**config.mk**
```make
export PLATFORM = sky130hd
export DESIGN_NAME = bfdh_mod
export DESIGN_NICKNAME = d
export VERILOG_FILES = /design/src/rtl/bfdh_mod.sv
export SDC_FILE = /design/constraint.sdc
export NUM_CORES = 1
export LEC_CHECK = 0
export BUFFER_PORTS_ARGS = -buffer_cell sky130_fd_sc_hd__buf_4
export CAP_MARGIN = 10
export CORE_UTILIZATION = 35
export CTS_CLUSTER_DIAMETER = 40
export DETAILED_ROUTE_END_ITERATION = 7
export HOLD_SLACK_MARGIN = 0.03
export PLACE_DENSITY = 0.6
export SKIP_CTS_REPAIR_TIMING = 1
export SLEW_MARGIN = 20
export SYNTH_ARGS = -nofsm -noshare
export SYNTH_HDL_FRONTEND = slang
export SYNTH_SLANG_ARGS = --single-unit
```
**constraint.sdc**
```tcl
create_clock -name clk -period 3.38 [get_ports clk]
set_input_delay 0.676 -clock clk [delete_from_list [all_inputs] [get_ports clk]]
set_output_delay 0.676 -clock clk [all_outputs]
set_load 0.02 [all_outputs]
```
**src/rtl/bfdh_mod.sv**
```systemverilog
// Sequential restoring remainder: rem = num % den, one quotient bit a cycle.
module bfdh_mod #(
  parameter int NUM_W = 64,
  parameter int DEN_W = 31
) (
  input  logic             clk,
  input  logic             rst,
  input  logic             start,
  input  logic [NUM_W-1:0] num,
  input  logic [DEN_W-1:0] den,
  output logic             done,
  output logic [DEN_W-1:0] rem
);
  localparam int STEP_W = $clog2(NUM_W + 1);

  logic [NUM_W-1:0]  shreg;
  logic [DEN_W-1:0]  part;
  logic [DEN_W-1:0]  den_q;
  logic [STEP_W-1:0] steps;
  logic              busy;
  logic [DEN_W:0]    trial;

  assign trial = {part, shreg[NUM_W-1]};

  always_ff @(posedge clk) begin
    if (rst) begin
      busy <= 1'b0;
      done <= 1'b0;
      steps <= '0;
    end else begin
      done <= 1'b0;
      if (start) begin
        busy <= 1'b1;
        steps <= STEP_W'(NUM_W);
      end else if (busy) begin
        steps <= steps - 1'b1;
        if (steps == STEP_W'(1)) begin
          busy <= 1'b0;
          done <= 1'b1;
        end
      end
    end
  end

  always_ff @(posedge clk) begin
    if (start) begin
      shreg <= num;
      part  <= '0;
      den_q <= den;
    end else if (busy) begin
      shreg <= {shreg[NUM_W-2:0], 1'b0};
      if (trial >= {1'b0, den_q}) part <= DEN_W'(trial - {1'b0, den_q});
      else part <= trial[DEN_W-1:0];
    end
  end

  assign rem = part;
endmodule

```
After elaboration in Yosys (flattened, before gate mapping)
Cells that the tools add are included.
{"block": "totals", "out_inout_bits": 32, "register_bits": 135}
{"block": "classes", "bitwise_logic": 1, "n_reduce_logical": 3, "eq_ne": 1, "addsub": 2, "order_cmp": 1, "n_mux": 9}
{"cell": "two-way mux 64 bit", "count": 2}
{"cell": ">= comparator 32 x 31 -> 1 bit", "count": 1}
{"cell": "two-way mux 31 bit", "count": 1}
{"cell": "subtractor 31 bit", "count": 1}
{"cell": "two-way mux 7 bit", "count": 2}
{"cell": "== test 7 x 1 -> 1 bit, second input constant", "count": 1}
{"cell": "subtractor 7 x 1 -> 7 bit, second input constant", "count": 1}
{"cell": "two-way mux 1 bit", "count": 4}
{"cell": "OR reduction 3 bit", "count": 1}
{"cell": "nonzero test 2 bit", "count": 1}
{"cell": "OR reduction 2 bit", "count": 1}
{"cell": "NOT 1 bit", "count": 1}

Logic depth before layout (Yosys ltp)
Gate-level depths: netlist (run 1).
{"block": "depth", "depth_word": 4, "depth_mapped": 13, "ltp_nobuf": 11}

Worst setup path before layout (run 1)
OpenSTA, ideal clock, no wires.
{"block": "synth_timing", "kind": "input port to flip-flop", "from": "input start", "to": "register part[30], in the netlist rem[30]", "path_slack_ns": 0.386, "setup_ns": 0.116, "stages": 5, "required_ns": 3.264, "t_arrival_ns": 2.877, "cell_sequence": "clkbuf_1 > inv_1 > nand2_1 > o22ai_1 > a31o_2"}
{"item": "start: declaration", "line": "8", "source": "input logic start,"}
{"item": "end signal: assignment", "line": "52", "source": "if (trial >= {1'b0, den_q}) part <= DEN_W'(trial - {1'b0, den_q});"}
{"item": "end signal: assignment", "line": "53", "source": "else part <= trial[DEN_W-1:0];"}
{"item": "end: declaration", "line": "17", "source": "logic [DEN_W-1:0] part;"}

Worst setup path after layout (run 1)
{"block": "layout_timing", "from": "register shreg[63]", "to": "register part[15], in the netlist rem[15]"}
{"block": "layout_via", "elab_chain_cells": 2, "elab_cells_between_ends": 3}
{"item": "start: declaration", "line": "16", "source": "logic [NUM_W-1:0] shreg;"}
{"item": "start signal: assignment", "line": "47", "source": "shreg <= num;"}
{"item": "start signal: assignment", "line": "51", "source": "shreg <= {shreg[NUM_W-2:0], 1'b0};"}
{"item": "subtractor 31 bit / >= comparator 32 x 31 -> 1 bit (equally long branches)", "line": "52"}
{"item": "two-way mux 31 bit (*)", "line": "52"}
Every way passes the cells marked *; elsewhere a longest branch is shown, timed or not.
A chain may end at the register's enable or synchronous reset.

==> results_dict.tcl, run 1 <==
set metrics [dict create \
    min_path_type "in2reg" \
    arrival_ns 3.22 \
    dieArea_sq_mm 0.0214 \
    hpwl_um 12200 \
    relSlewSlack 0.651 \
    wl_met1_um 7680 \
    period_share 0.861 \
    crit_path_start_kind "flip-flop" \
    clk_latency_ns 0.43 \
    root_buffer "clkbuf_16" \
    drtIter0Drc 238 \
    syn_area_sq_mm 0.00728 \
    die-height_um 146 \
    dr_wl_met2_um 7390 \
    most-common-layout-cells "buf_4, edfxtp_1, mux2_2" \
    finalNetCount 910 \
    hold_viol 0 \
    yosysWarnings 0 \
    worstSetupPathType "reg2reg" \
    fin_setup_tns_ns 0 \
    wl_um 17000 \
    outcome "completed" \
    synthCells 645 \
    start_util 0.358 \
    peakVddDrop_v 0.000418 \
    worst_pin_slew_ns 0.520 \
    io_pins 130 \
    drv_cap 0 \
    clk_pin_slew_ns 0.07 \
    grt_use_total 0.164 \
    powerDensity_mw_per_mm2 524 \
    finalSetupViolCount 0 \
    power.leakage_nw 3.85 \
    nFillCells 1963 \
    synth_seq_cells 135 \
    p_total_w 0.00478 \
    htreeDepth 4 \
    grt_remaining_overflow 0 \
    synth_cell_types 65 \
    multiInputGateArea_sq_mm 0.00329 \
    synthFlopType "edfxtp_1" \
    grt_max_degree 65 \
    layout_commonest_cell "buf_4" \
    via_count 5328 \
    drc 0 \
    cts_tree "built" \
    met3WireLength_um 1730 \
    ant_nets 0 \
    grt_pass1_vias 5287 \
    end_kind "flip-flop" \
    crit_required_ns 3.69 \
    worstPathMaxFanout 18 \
    die_w_um 146 \
    whs_ns 0.419 \
    timing.fmax_mhz 344 \
    wl_per_cell_um 16.1 \
    core_area_sq_mm 0.0203 \
    async_reset_ff_frac 0 \
    io_buffers 129 \
    regArea_sq_mm 0.00365 \
    grt_pass1_wl_um 27500 \
    dr.pass1.iters 5 \
    finalClockSkew_ns 0.0138 \
    grt_antenna_before_repair 0 \
    viasPerCell 5.02 \
    top_layer "met4" \
    num_rows 52 \
    finalWeightedCongestion 0.870 \
    cts_buffers 17 \
    synthesis.nets 777 \
    ys_seq_area_frac 0.502 \
    synth.avg_cell_area_sq_um 11.3 \
    diodes 0 \
    rsz0062_at_grt "false" \
    period_needed_ns 2.91 \
    finalMaxSlewViolations 0 \
    clk_path_buf_depth 2 \
    syn_to_final_growth_pct 25.3 \
    drive_above_1_share 0.315 \
    synth-edff-count 95 \
    cts_num_sinks 135 \
]
## cells by family after synthesis
kind of cell,count (synthesis),synth area share
simple gates,150,0.101
compound gates,141,0.134
flops,135,0.502
mux,80,0.121
buf+inv,75,0.0461
fa+ha+maj,34,0.0595
xor+xnor,30,0.0361
## power by group
group | total (W) | switching (W) | internal, W | leakage (nW)
combinational | 0.000908 | 0.000478 | 0.000429 | 2.28
sequential | 0.00201 | 0.0000696 | 0.00194 | 1.28
clock | 0.00186 | 0.000814 | 0.00104 | 0.285
total | 0.00478 | 0.00136 | 0.00342 | 3.85
## worst max-delay path, stage by stage (launching register included)
cell	delay, ns
edfxtp_1	0.35
inv_1	0.05
ha_1	0.21
fa_1	0.39
nand2b_1	0.19
a211oi_1	0.26
nor2_1	0.14
o21ai_2	0.18
o31a_2	0.22
or2_1	0.13
buf_4	0.30
nor3_1	0.09
a211o_1	0.28
## metal layers
layer / vias up / GRT usage
met5: - / 0
met2: 147 / 0.249
met1: 2514 / 0.204
met4: 0 / 0.0589
li1: 2653 / -
met3: 14 / 0.0750
## final timing paths
kind,start,end,slack (ns),cells past startpoint
setup / recovery,shreg[63],rem[15],0.47,12
hold / removal,den[5],den_q[5],0.42,1
setup reg to reg,shreg[63],rem[15],0.47,12
hold reg to reg,steps[0],steps[0],0.50,2
## sequential cells by signal, summed over array words and instances (netlist names)
signal	count
den_q	31
busy	1
shreg	64
rem	31
done	1
steps	7
## cell type report
cell class / count / share of cell area
Multi-Input combinational cell: 435 / 0.361
Clock inverter: 15 / 0.0170
Timing Repair Buffer: 142 / 0.118
Sequential cell: 135 / 0.401
Clock buffer: 17 / 0.0467
Inverter: 47 / 0.0194
Tap cell: 270 / 0.0371
## metrics by stage
stage                      util  std cells  worst slack, ns  instance area (sq um)
after floorplan               -        645            0.386                   7280
after global placement    0.420       1029            0.543                   8540
after detailed placement  0.420       1029            0.487                   8540
after CTS                 0.449       1061            0.465                   9120
after global routing      0.449       1061            0.255                   9120
final                     0.449       1061            0.470                   9120
## synth_stat cells, types with 3 or more instances
cell | instances | area share
and3_1 | 12 | 0.010
o221ai_1 | 3 | 0.0036
nor4_1 | 3 | 0.0026
a21oi_1 | 37 | 0.025
a21o_1 | 15 | 0.015
mux2i_1 | 17 | 0.023
o211ai_1 | 3 | 0.0031
dfxtp_1 | 40 | 0.11
xnor2_1 | 21 | 0.025
edfxtp_1 | 95 | 0.39
and2_1 | 6 | 0.0052
nand2b_1 | 6 | 0.0052
a311oi_1 | 3 | 0.0036
o21ai_0 | 18 | 0.012
nor2_1 | 40 | 0.021
nand2_1 | 38 | 0.020
mux2_2 | 63 | 0.098
nor3_1 | 10 | 0.0069
a211oi_1 | 21 | 0.022
ha_1 | 33 | 0.057
nand3_1 | 8 | 0.0055
nand4_1 | 5 | 0.0043
a211o_1 | 4 | 0.0048
inv_1 | 47 | 0.024
o22ai_1 | 5 | 0.0043
xor2_1 | 9 | 0.011
or3_1 | 5 | 0.0043
o21bai_1 | 3 | 0.0031
clkbuf_1 | 20 | 0.010
o21a_1 | 4 | 0.0041
nor2b_1 | 5 | 0.0043
Note: power is estimated with default switching activity, not from simulation.
==> inputs of run 2 (changes only) <==
==> constraint.sdc (replaced) <==
create_clock -name clk -period 3.38 [get_ports clk]
set_input_delay 0.507 -clock clk [delete_from_list [all_inputs] [get_ports clk]]
set_output_delay 0.507 -clock clk [all_outputs]
set_load 0.02 [all_outputs]
==> results_dict.tcl, run 2 (synthesized netlist as in run 1, its figures left out) <==
set metrics [dict create \
    worstPathMaxFanout 22 \
    cts_num_sinks 135 \
    hold_viol 0 \
    dieArea_sq_mm 0.0214 \
    power.leakage_nw 3.85 \
    period_share 0.848 \
    grt_max_degree 66 \
    wl_um 17000 \
    grt_pass1_wl_um 27000 \
    clk_latency_ns 0.42 \
    clk_pin_slew_ns 0.07 \
    final_util 0.450 \
    nFillCells 1964 \
    syn_to_final_growth_pct 25.6 \
    period_needed_ns 2.86 \
    relSlewSlack 0.629 \
    min_path_type "in2reg" \
    fin_setup_tns_ns 0 \
    peakVddDrop_v 0.000287 \
    finalWeightedCongestion 0.902 \
    regMostFlops "shreg" \
    rr_endpoint "rem[24]" \
    reg2reg_from "shreg[63]" \
    clk_path_buf_depth 2 \
    cts_buffers 17 \
    htreeDepth 4 \
    rrSetupSlack_ns 0.52 \
    grt_pass1_vias 5215 \
    cts_tree "built" \
    root_buffer "clkbuf_16" \
    crit_required_ns 3.71 \
    io_buffers 129 \
    finalSetupViolCount 0 \
    end_kind "flip-flop" \
    rsz0062_at_grt "false" \
    via_count 5286 \
    io_pins 130 \
    hpwl_um 12200 \
    worstSetupPathType "reg2reg" \
    drv_cap 0 \
    powerDensity_mw_per_mm2 523 \
    grt_use_total 0.161 \
    num_rows 52 \
    viasPerCell 4.98 \
    grt_remaining_overflow 0 \
    grt_antenna_before_repair 1 \
    wl_per_cell_um 16.0 \
    die_w_um 146 \
    arrival_ns 3.20 \
    most-common-layout-cells "buf_4, edfxtp_1, mux2_2" \
    die-height_um 146 \
    start_util 0.358 \
    timing.fmax_mhz 349 \
    drtIter0Drc 317 \
    crit_end "rem[24]" \
    outcome "completed" \
    core_area_sq_mm 0.0203 \
    finalMaxSlewViolations 0 \
    finalClockSkew_ns 0.0115 \
    crit_path_start_kind "flip-flop" \
    dr.pass1.iters 4 \
    ant_nets 0 \
    largest_reg_flops 64 \
    drc 0 \
    layout_commonest_cell "buf_4" \
    crit_start "shreg[63]" \
    drive_above_1_share 0.314 \
    worst_pin_slew_ns 0.552 \
    reg2reg_depth 12 \
    finalNetCount 909 \
]
[run 2: power breakdown]
group	switching (W)	internal, W	total (W)
Sequential	0.0000703	0.00194	0.00202
Combinational	0.000480	0.000434	0.000914
Clock	0.000807	0.00105	0.00185
[run 2: per-stage QoR]
stage / area (sq um) / std cells / setup WS, ns / total power, W / hold slack (ns)
2_1_floorplan: 7280 / 645 / 0.505 / 0.00267 / 0.463
3_3_place_gp: 8550 / 1028 / 0.617 / 0.00296 / 0.482
3_5_place_dp: 8550 / 1028 / 0.514 / 0.00297 / 0.482
4_1_cts: 9140 / 1060 / 0.497 / 0.00484 / 0.239
5_1_grt: 9140 / 1060 / 0.353 / 0.00500 / 0.235
6_report: 9140 / 1061 / 0.515 / 0.00478 / 0.258
[run 2: final cells by class]
cell class	count	area (sq um)	area share
inverter	47	176	0.0193
multi-input combinational	435	3290	0.360
clock inverter	15	156	0.0171
timing repair buffer	141	1100	0.120
sequential	135	3650	0.400
clock buffer	17	425	0.0466
tap	270	338	0.0370
antenna	1	2.50	0.000274
[run 2: how the worst min path moves through the flow]
stage	start	endpoint	slack, ns	cells past startpoint
global route	den[29]	den_q[29]	0.23	1
global placement	steps[0]	steps[0]	0.48	2
detailed placement	steps[1]	steps[1]	0.48	2
finish	den[4]	den_q[4]	0.26	1
CTS	den[29]	den_q[29]	0.24	1
floorplan	steps[0]	steps[0]	0.46	2
[run 2: per-layer routing]
metal | share of wire | wire [um] | track usage | vias up
met5 | 0 | 0 | 0 | -
met4 | 0.018 | 308 | 0.0641 | 0
met3 | 0.091 | 1540 | 0.0719 | 16
met2 | 0.44 | 7480 | 0.240 | 143
met1 | 0.45 | 7630 | 0.203 | 2478
li1 | - | - | - | 2649
[run 2: critical path, stage by stage (launching register included)]
cell and delay [ns]:
edfxtp_1 0.40, inv_1 0.07, ha_1 0.17, fa_1 0.21, nand2b_1 0.16, a211oi_1 0.09, nor2_1 0.25, o21ai_2 0.11
o31a_2 0.39, or2_1 0.27, buf_12 0.18, or4_1 0.40, o221ai_1 0.08
==> inputs of run 3 (changes only) <==
--- a/config.mk
+++ b/config.mk
@@ -5,13 +5,14 @@
 export SDC_FILE = /design/constraint.sdc
 export NUM_CORES = 1
 export LEC_CHECK = 0
+export ABC_AREA = 1
 export BUFFER_PORTS_ARGS = -buffer_cell sky130_fd_sc_hd__buf_4
 export CAP_MARGIN = 10
 export CORE_UTILIZATION = 35
 export CTS_CLUSTER_DIAMETER = 40
 export DETAILED_ROUTE_END_ITERATION = 7
 export HOLD_SLACK_MARGIN = 0.03
-export PLACE_DENSITY = 0.6
+export PLACE_DENSITY = 0.62
 export SKIP_CTS_REPAIR_TIMING = 1
 export SLEW_MARGIN = 20
 export SYNTH_ARGS = -nofsm -noshare
==> constraint.sdc (replaced) <==
create_clock -name clk -period 2.3 [get_ports clk]
set_input_delay 0.345 -clock clk [delete_from_list [all_inputs] [get_ports clk]]
set_output_delay 0.345 -clock clk [all_outputs]
set_load 0.02 [all_outputs]
==> results_dict.tcl, run 3 <==
set metrics [dict create \
    outcome "completed" \
    dr.pass1.iters 5 \
    ant_nets 0 \
    num_rows 55 \
    grt_pass1_vias 6914 \
    grt_use_total 0.174 \
    period_needed_ns 2.20 \
    grt_antenna_before_repair 0 \
    power.leakage_nw 5.45 \
    async_reset_ff_frac 0 \
    hold_viol 0 \
    finalWeightedCongestion 0.926 \
    p_comb_frac 0.109 \
    dieArea_sq_mm 0.0242 \
    power.share.clock 0.441 \
    io_pins 130 \
    grt_remaining_overflow 0 \
    worst_pin_slew_ns 0.478 \
    grt_max_degree 76 \
    layout_commonest_cell "nand2_1" \
    yosysWarnings 0 \
    syn_to_final_growth_pct 25.3 \
    synth_most_common_cell "nand2_1" \
    crit_path_start_kind "flip-flop" \
    io_buffers 129 \
    timing.fmax_mhz 455 \
    p_sw_w 0.00178 \
    clk_pin_slew_ns 0.07 \
    most-common-layout-cells "nand2_1, inv_1, buf_4" \
    viasPerCell 4.51 \
    die_w_um 156 \
    grt_pass1_wl_um 33200 \
    synthCells 1126 \
    cpMaxStageDelayCell "fa_2" \
    period_share 0.955 \
    drtIter0Drc 405 \
    final_util 0.452 \
    drv_cap 0 \
    regMostFlops "shreg" \
    synth_cell_types 40 \
    end_kind "flip-flop" \
    start_util 0.361 \
    finalMaxSlewViolations 0 \
    synth_area_leaders "edfxtp_1, nand2_1, dfxtp_1" \
    powerDensity_mw_per_mm2 614 \
    path_cells "ha_2 > fa_2 > inv_2 > nand2_1 > nand2_1 > nand3_2 > nand2_4 > nand2_2 > nand3_4 > nand2_8 > buf_8 > nand3_1 > nand3_1 > o21ai_1" \
    seq_power_share 0.450 \
    cts_num_sinks 135 \
    syn_area_sq_mm 0.00826 \
    htreeDepth 4 \
    wl_um 20700 \
    min_path_type "in2reg" \
    clk_latency_ns 0.44 \
    switching_share 0.280 \
    cts_buffers 17 \
    ys_seq_area_frac 0.442 \
    synth_seq_cells 135 \
    wl_per_cell_um 13.1 \
    worstSetupPathType "reg2reg" \
    synthTopCellsByCount "nand2_1, inv_1, edfxtp_1, nand3_1, nor2_1" \
    root_buffer "clkbuf_16" \
    yosysTopAreaCellShare 0.345 \
    synthFlopType "edfxtp_1" \
    finalClockSkew_ns 0.0188 \
    core_area_sq_mm 0.0229 \
    p_int_w 0.00458 \
    drive_above_1_share 0.179 \
    place_ws_ns 0.0736 \
    cpPeakStageDelay_ns 0.40 \
    finalSetupViolCount 0 \
    peakVddDrop_v 0.000428 \
    hpwl_um 14800 \
    relSlewSlack 0.681 \
    setup_ws_ns 0.103 \
    cts_tree "built" \
    p_total_w 0.00635 \
    synth_top_area_cell "edfxtp_1" \
    worstPathMaxFanout 18 \
    die-height_um 156 \
    arrival_ns 2.55 \
    synth.avg_cell_area_sq_um 7.34 \
    diodes 0 \
    finalNetCount 1394 \
    clk_path_buf_depth 2 \
    synth-edff-count 95 \
    crit_required_ns 2.65 \
    drc 0 \
    largest_reg_flops 64 \
    synthesis.nets 1258 \
    via_count 7167 \
]
## run 3: layout make-up
type,instances,area [sq um]
Fill cell,2336,12600
Clock buffer,17,425
Inverter,189,709
Tap cell,313,392
Multi-Input combinational cell,775,3790
Timing Repair Buffer,144,1190
Clock inverter,15,200
Sequential cell,135,3650
## run 3: worst max-delay path, delay by kind of cell, from the launching register on
family          cells  cell delay [ns]
flops               1             0.38
simple gates        9             0.75
fa+ha+maj           2             0.61
buf+inv             2             0.27
compound gates      1             0.09
## run 3: metrics by stage
step / cell area, sq um / hold slack [ns] / cells / TNS (ns)
floorplan: 8260 / 0.414 / 1126 / 0
global placement: 9570 / 0.470 / 1548 / 0
detailed placement: 9570 / 0.480 / 1548 / 0
global route: 10400 / 0.0651 / 1588 / -0.136
CTS: 10200 / 0.0634 / 1580 / 0
finish: 10400 / 0.0805 / 1588 / 0
## run 3: kinds of logic (layout without fill, tap and decap cells)
logic type	count (synthesis)	after routing	share of synthesized area
AOI/OAI and AO/OA	37	37	0.0253
buffers and inverters	218	365	0.107
and+or+nand+nor	686	688	0.356
xor gates and xnor gates	16	16	0.0170
adders and majority gates	34	34	0.0524
DFF	135	135	0.442
## run 3: path summary, 6_finish.rpt
kind,start,to,slack [ns],cells past startpoint
max,den_q[0],rem[10],0.10,14
min,rst,busy,0.08,2
max reg2reg,den_q[0],rem[10],0.10,14
min reg2reg,steps[6],done,0.49,1
## run 3: metal layers
metal | share of wire | global-route usage | vias up
li1 | - | - | 3759
met1 | 0.45 | 0.218 | 3218
met3 | 0.061 | 0.0494 | 27
met5 | 0 | 0 | -
met4 | 0.019 | 0.0518 | 0
met2 | 0.47 | 0.291 | 163
## run 3: power by group through the flow
stage                     Sequential, W  Combinational [W]  Clock (W)
after CTS                       0.00286           0.000692    0.00287
after detailed placement        0.00291           0.000689          0
after floorplan                 0.00290           0.000413          0
after global routing            0.00288           0.000786    0.00298
final                           0.00286           0.000690    0.00280
after global placement          0.00291           0.000685          0
